**src/sacc_pkg.sv**
```systemverilog
// Package for the set-associative cache controller: sizes, line and row types,
// configuration indexes, controller states and the lookup result struct.
// No dependencies.
package sacc_pkg;

  localparam int unsigned Sets      = 256;
  localparam int unsigned Ways      = 4;
  localparam int unsigned SetW      = $clog2(Sets);
  localparam int unsigned WayW      = (Ways > 1) ? $clog2(Ways) : 1;
  localparam int unsigned TagW      = 30;
  localparam int unsigned StampW    = 32;
  localparam int unsigned CyclesW   = 18;
  localparam int unsigned CfgIdxW   = 3;
  localparam int unsigned CfgDataW  = 4;
  localparam int unsigned MaxIdxBits = SetW;

  // Cost constants
  localparam logic [CyclesW-1:0] WordCost = CyclesW'(100);
  localparam logic [CyclesW-1:0] HitCost  = CyclesW'(1);

  // Configuration register indexes
  typedef enum logic [CfgIdxW-1:0] {
    CFG_INDEX_BITS  = 3'd0,
    CFG_OFFSET_BITS = 3'd1,
    CFG_WAYS        = 3'd2,
    CFG_WALLOC      = 3'd3,
    CFG_WTHROUGH    = 3'd4,
    CFG_LRU         = 3'd5
  } cfg_idx_e;

  typedef enum logic {
    ST_IDLE = 1'b0,
    ST_CMP  = 1'b1
  } state_e;

  typedef struct packed {
    logic              valid;
    logic              dirty;
    logic [TagW-1:0]   tag;
    logic [StampW-1:0] stamp;
  } line_t;

  typedef line_t [Ways-1:0] row_t;

  typedef struct packed {
    logic            hit;
    logic [WayW-1:0] hit_way;
    logic            free;
    logic [WayW-1:0] free_way;
    logic [WayW-1:0] victim_way;
  } lookup_t;

endpackage

```
**src/sacc_lookup.sv**
```systemverilog
// Way search for one set row: hit way, lowest free way and oldest-stamp victim.
// Depends on sacc_pkg.
module sacc_lookup (
  input  sacc_pkg::row_t                 row_i,
  input  logic [sacc_pkg::TagW-1:0]      tag_i,
  input  logic [sacc_pkg::WayW:0]        ways_i,
  output sacc_pkg::lookup_t              res_o
);

  // lowest matching way, lowest invalid way, smallest stamp (lowest on ties)
  always_comb begin
    logic [sacc_pkg::WayW-1:0]   vic;
    res_o = '0;
    vic   = '0;
    for (int w = sacc_pkg::Ways - 1; w >= 0; w--) begin
      if ((sacc_pkg::WayW+1)'(w) < ways_i) begin
        if (row_i[w].valid && row_i[w].tag == tag_i) begin
          res_o.hit     = 1'b1;
          res_o.hit_way = sacc_pkg::WayW'(w);
        end
        if (!row_i[w].valid) begin
          res_o.free     = 1'b1;
          res_o.free_way = sacc_pkg::WayW'(w);
        end
      end
    end
    for (int w = 1; w < sacc_pkg::Ways; w++) begin
      if ((sacc_pkg::WayW+1)'(w) < ways_i && row_i[w].stamp < row_i[vic].stamp) begin
        vic = sacc_pkg::WayW'(w);
      end
    end
    res_o.victim_way = vic;
  end

endmodule

```
**config.mk**
```make
export PLATFORM = sky130hd
export DESIGN_NAME = sacc_lookup
export DESIGN_NICKNAME = d
export VERILOG_FILES = /design/src/sacc_pkg.sv /design/src/sacc_lookup.sv
export SDC_FILE = /design/constraint.sdc
export NUM_CORES = 1
export LEC_CHECK = 0
export ABC_CLOCK_PERIOD_IN_PS = 7200
export BUFFER_PORTS_ARGS = -buffer_cell sky130_fd_sc_hd__buf_4
export CORE_MARGIN = 5
export CORE_UTILIZATION = 30
export DETAILED_ROUTE_END_ITERATION = 10
export PLACE_DENSITY_LB_ADDON = 0.1
export SKIP_LAST_GASP = 1
export SYNTH_ARGS = -nofsm -noshare
export SYNTH_HDL_FRONTEND = slang
export SYNTH_SLANG_ARGS = --single-unit
```
**constraint.sdc**
```tcl
create_clock -name vclk -period 7.2
set_input_delay 0.72 -clock vclk [all_inputs]
set_output_delay 0.72 -clock vclk [all_outputs]
set_load 0.01 [all_outputs]
```
# Word-level counts from Yosys, hierarchy flattened
# Cells that the tools add are included.
[totals] reg_bits=0 inputBits=289
[classes] order_cmp=9 eq_ne=4 n_mux=19 reduce_logical=7
[ops] cell="$bmux 64 s2" count=2
[ops] cell="$eq 30x30->1" count=4
[ops] cell="$lt 32x32->1" count=3
[ops] cell="$mux 32" count=2
[ops] cell="$mux 3" count=8
[ops] cell="$mux 6" count=4
[ops] cell="$logic_and 1x1->1" count=7
[ops] cell="$lt 1x3->1 const A" count=2
[ops] cell="$lt 2x3->1 const A" count=2
[ops] cell="$lt 2x3->1 const B" count=2
[ops] cell="$mux 2" count=2
[ops] cell="$mux 1" count=1

# Depth between registers and ports, before layout
[depth] ltp_word=13 ltp_mapped=27 depth_no_buf=25

# Worst setup path after synthesis
# OpenSTA, ideal clock, no wires.
[synth_timing] path_type="input -> output" from="in row_i[27] (netlist name)" to="out res_o[0] (netlist name)" arrival_time_ns=5.790 required_time_ns=6.480 path_slack_ns=0.690 cell_stages=27 path_buffers=2 path_cell_list="inv_1 -> ha_1 -> a21oi_1 -> o21ai_1 -> a2111oi_2 -> o2111ai_1 -> nand2_1 -> buf_4 -> mux2i_1 -> ha_1 -> a21o_1 -> a211o_1 -> o221ai_1 -> o211ai_1 -> nor2_1 -> o21ai_2 -> buf_6 -> mux2_4 -> ha_1 -> a21o_1 -> a21o_1 -> a21o_1 -> a211oi_1 -> o21ai_0 -> a221oi_1 -> o211ai_1 -> a21bo_2"
[synth_rtl] element="start: declaration" line="sacc_lookup.sv:4" rtl="input sacc_pkg::row_t row_i,"
[synth_rtl] element="end: declaration" line="sacc_lookup.sv:7" rtl="output sacc_pkg::lookup_t res_o"

==> PnR_summary.wiki <==
{| class="wikitable"
! Metric !! Value
|-
| DR WL/cell || 18.3 um
|-
| Class of the most critical hold timing path || input pin to output pin
|-
| Required time at the worst-slack endpoint || 6480 ps
|-
| Number of clock buffer instances in the layout || 0
|-
| End point of the critical path || res_o[0]
|-
| Post-synthesis cell area || 0.00456 sq mm
|-
| Result of the run || complete, no violations
|-
| Int Pwr || 0.000392 W
|-
| Transition time at the pin with the least slew margin || 477 ps
|-
| P per Cell Area || 88.7 mW/mm^2
|-
| Adder-Cell Fraction of Synth Area || 25.5%
|-
| Count of inserted antenna diode cells || 0
|-
| Ratio of final minimum period to clock period || 96.6%
|-
| Largest fanout of any net on the critical path || 8
|-
| Slowest cell on the critical path || a2111oi_4
|-
| Die width || 133 um
|-
| Footprint of the flip-flops and latches || 0 sq um
|-
| Core region area || 0.0150 sq mm
|-
| Initial detailed-routing violation count || 91
|-
| Fin crit period || 6960 ps
|-
| Share of synthesized area spent on multiplexers || 16.8%
|-
| Synthesized area divided by synthesized cell count || 8.10 sq um
|-
| Number of antenna violations at the first check in global routing || 0
|-
| Maximum number of pins on one net before global-route repair || 12
|-
| Number of sequential cells || 0
|-
| Arrival time reported for the critical path endpoint || 6240 ps
|-
| Highest achievable clock rate || 144 MHz
|-
| Number of setup violations in the final report || 0
|-
| Detailed-route DRC error count || 0
|-
| Routed vias || 5344
|-
| Peak supply drop || 0.0406 mV
|-
| Fraction of power spent switching nets || 42.9%
|-
| Gpl congestion || 0.928
|-
| Most area-hungry cell type in the Yosys netlist || ha_1
|-
| Delay of the slowest cell on the worst path || 330 ps
|-
| Number of global-route vias before repair || 5768
|-
| Overall overflow remaining after global route || 0
|-
| Top cells by area, synth || ha_1, xor2_1, xnor2_1
|-
| Final cell count without fillers || 1077
|-
| Number of detailed-route iterations in the first pass || 4
|-
| Part of the power in combinational logic || 100.0%
|-
| Std-Cell Rows || 45
|-
| Total wire length || 19.7 mm
|-
| Final number of max-transition violations || 0
|-
| Starting utilization of the core area || 30.3%
|-
| Ports placed on the boundary || 297
|-
| Number of fill cells || 1467
|-
| Clock share of power || 0%
|-
| Final hold violation count || 0
|-
| Overall Global Routing Usage || 20.2%
|-
| Syn. warnings || 0
|-
| Fin nets || 1273
|-
| Number of maximum-capacitance constraint violations || 0
|-
| CP dominant cell by count || buf_4
|-
| Xor and xnor area share after synthesis || 23.0%
|-
| Psw || 0.000295 W
|-
| Cell count after synthesis || 563
|-
| Floorplan die area || 0.0178 sq mm
|-
| Number of cells after detailed placement || 1071
|-
| Final Util || 51.5%
|-
| Combinational family with the most area after synthesis || adder cells
|-
| Number of unique standard cell types used by synthesis || 47
|-
| Number of routed nets with antenna violations || 0
|-
| Area share of the leading cell type in the synthesized netlist || 25.5%
|-
| Die Height || 133 um
|-
| Compound-gate portion of the synthesized area || 14.2%
|-
| Worst setup path start || row_i[30]
|-
| CP Class || input pin to output pin
|-
| Synth Area in Simple Gates || 13.7%
|-
| Net count of the mapped netlist || 945
|-
| Layout cell share with drive strength beyond 1 || 47.5%
|-
| Via density per instance || 4.96
|-
| Detailed Place HPWL || 18.2 mm
|-
| Worst slew slack as a fraction of its limit || 67.9%
|-
| Layout Area Growth over Synthesis || 69.6%
|-
| Critical Path End Type || output pin
|-
| Leakage power total || 3.92 nW
|-
| Post-synthesis sequential area ratio || 0%
|-
| Kind of launch point of the worst setup path || input pin
|-
| Port-buffer cells || 293
|-
| Part of the total power dissipated in sequential elements || 0%
|-
| Global-route wire length before repair || 29.0 mm
|}
[per-stage QoR]
step	area (sq um)	hold slack [ps]	TNS (ps)	power [W]	setup slack (ps)
2_1_floorplan	4560	1530	0	0.000336	690
4_1_cts	7400	1800	0	0.000646	48.5
3_3_place_gp	7250	1790	-110	0.000605	-110
5_1_grt	7730	1820	-9.47	0.000752	-9.47
3_5_place_dp	7250	1800	-286	0.000621	-215
6_report	7730	1800	0	0.000686	243
[repair_timing]
| item | CTS | global route |
|---|---|---|
| pin swaps | 10 | 26 |
| hold buffers | 0 | 0 |
| buffers inserted | 1 | 4 |
| resized for setup | 24 | 42 |
| endpoints found under the setup margin | 2 | 2 |
| gates cloned | 0 | 1 |
[cell families (layout without fill, tap and decap cells)]
group / count (synthesis) / in the layout
compound gates: 98 / 98
xor+xnor: 120 / 120
fa+ha+maj: 93 / 93
buf+inv: 73 / 399
mux: 62 / 62
simple gates: 117 / 117
[layer usage]
| layer | track usage, % | wire length [um] | vias to the layer above |
|---|---|---|---|
| met5 | 0 | 0 | - |
| met1 | 20.4 | 7090 | 2414 |
| met3 | 4.98 | 1440 | 30 |
| met2 | 41.1 | 10600 | 196 |
| li1 | - | - | 2704 |
| met4 | 4.80 | 538 | 0 |
[Yosys cell counts (2+ instances only)]
cell type  number
mux2_4         28
xnor2_1        56
o211ai_1        4
o21ai_0        17
mux2i_1        31
inv_1          66
o2111ai_1       2
a211oi_1        7
nand3_1         5
buf_6           3
nor2b_1         3
nand4_1        35
nor4_1         23
xor2_1         64
nand2_1        24
and3_1          2
o21a_1          3
ha_1           93
a2111oi_2       2
a21o_1         13
o31ai_1         2
buf_4           3
o221ai_1        2
mux2_2          3
a21oi_1        31
nor2_1         16
nor3_1          5
[how the worst min path moves through the flow]
stage,from,endpoint,slack (ps),cells past startpoint
after global routing,row_i[63],res_o[3],1820,4
after global placement,row_i[63],res_o[3],1790,4
final,row_i[63],res_o[3],1800,4
after detailed placement,row_i[63],res_o[3],1800,4
after CTS,row_i[63],res_o[3],1800,4
after floorplan,row_i[127],res_o[3],1530,2
[power groups by stage]
stage          combinational, W  sequential, W  clock [W]
2_1_floorplan          0.000336              0          0
3_3_place_gp           0.000605              0          0
3_5_place_dp           0.000621              0          0
4_1_cts                0.000646              0          0
5_1_grt                0.000752              0          0
6_report               0.000686              0          0
[layout make-up]
class | count | area [sq um] | share of cell area (%)
multi-input cells | 490 | 4670 | 60.4
inverters | 66 | 248 | 3.20
well taps | 188 | 235 | 3.04
repair buffers | 333 | 2580 | 33.4
[cell usage in the layout, fill, tap and decap left out, types with 3 or more instances in the layout]
cell type	Yosys	final
nor2b_1	3	3
mux2i_4	0	4
ha_1	93	77
a21oi_2	1	7
ha_4	0	16
inv_1	66	64
mux2i_1	31	20
mux2_2	3	3
nor4_1	23	21
a21o_1	13	13
o211ai_1	4	4
a21oi_1	31	25
o21ai_0	17	15
a211oi_1	7	3
xnor2_1	56	56
buf_12	0	4
nand4_1	35	35
mux2_4	28	28
nand2_1	24	23
nand3_1	5	5
a211oi_2	0	4
nor2_1	16	15
buf_4	3	325
mux2i_2	0	7
nor3_1	5	4
xor2_1	64	64
[critical path: cells and delay by family]
kind,cells,cell delay [ps]
and+or+nand+nor,7,1170
AOI/OAI and AO/OA,9,1810
muxes,2,560
buffers and inverters,8,1190
adders and majority gates,3,760
Note: power is estimated with default switching activity, not from simulation.
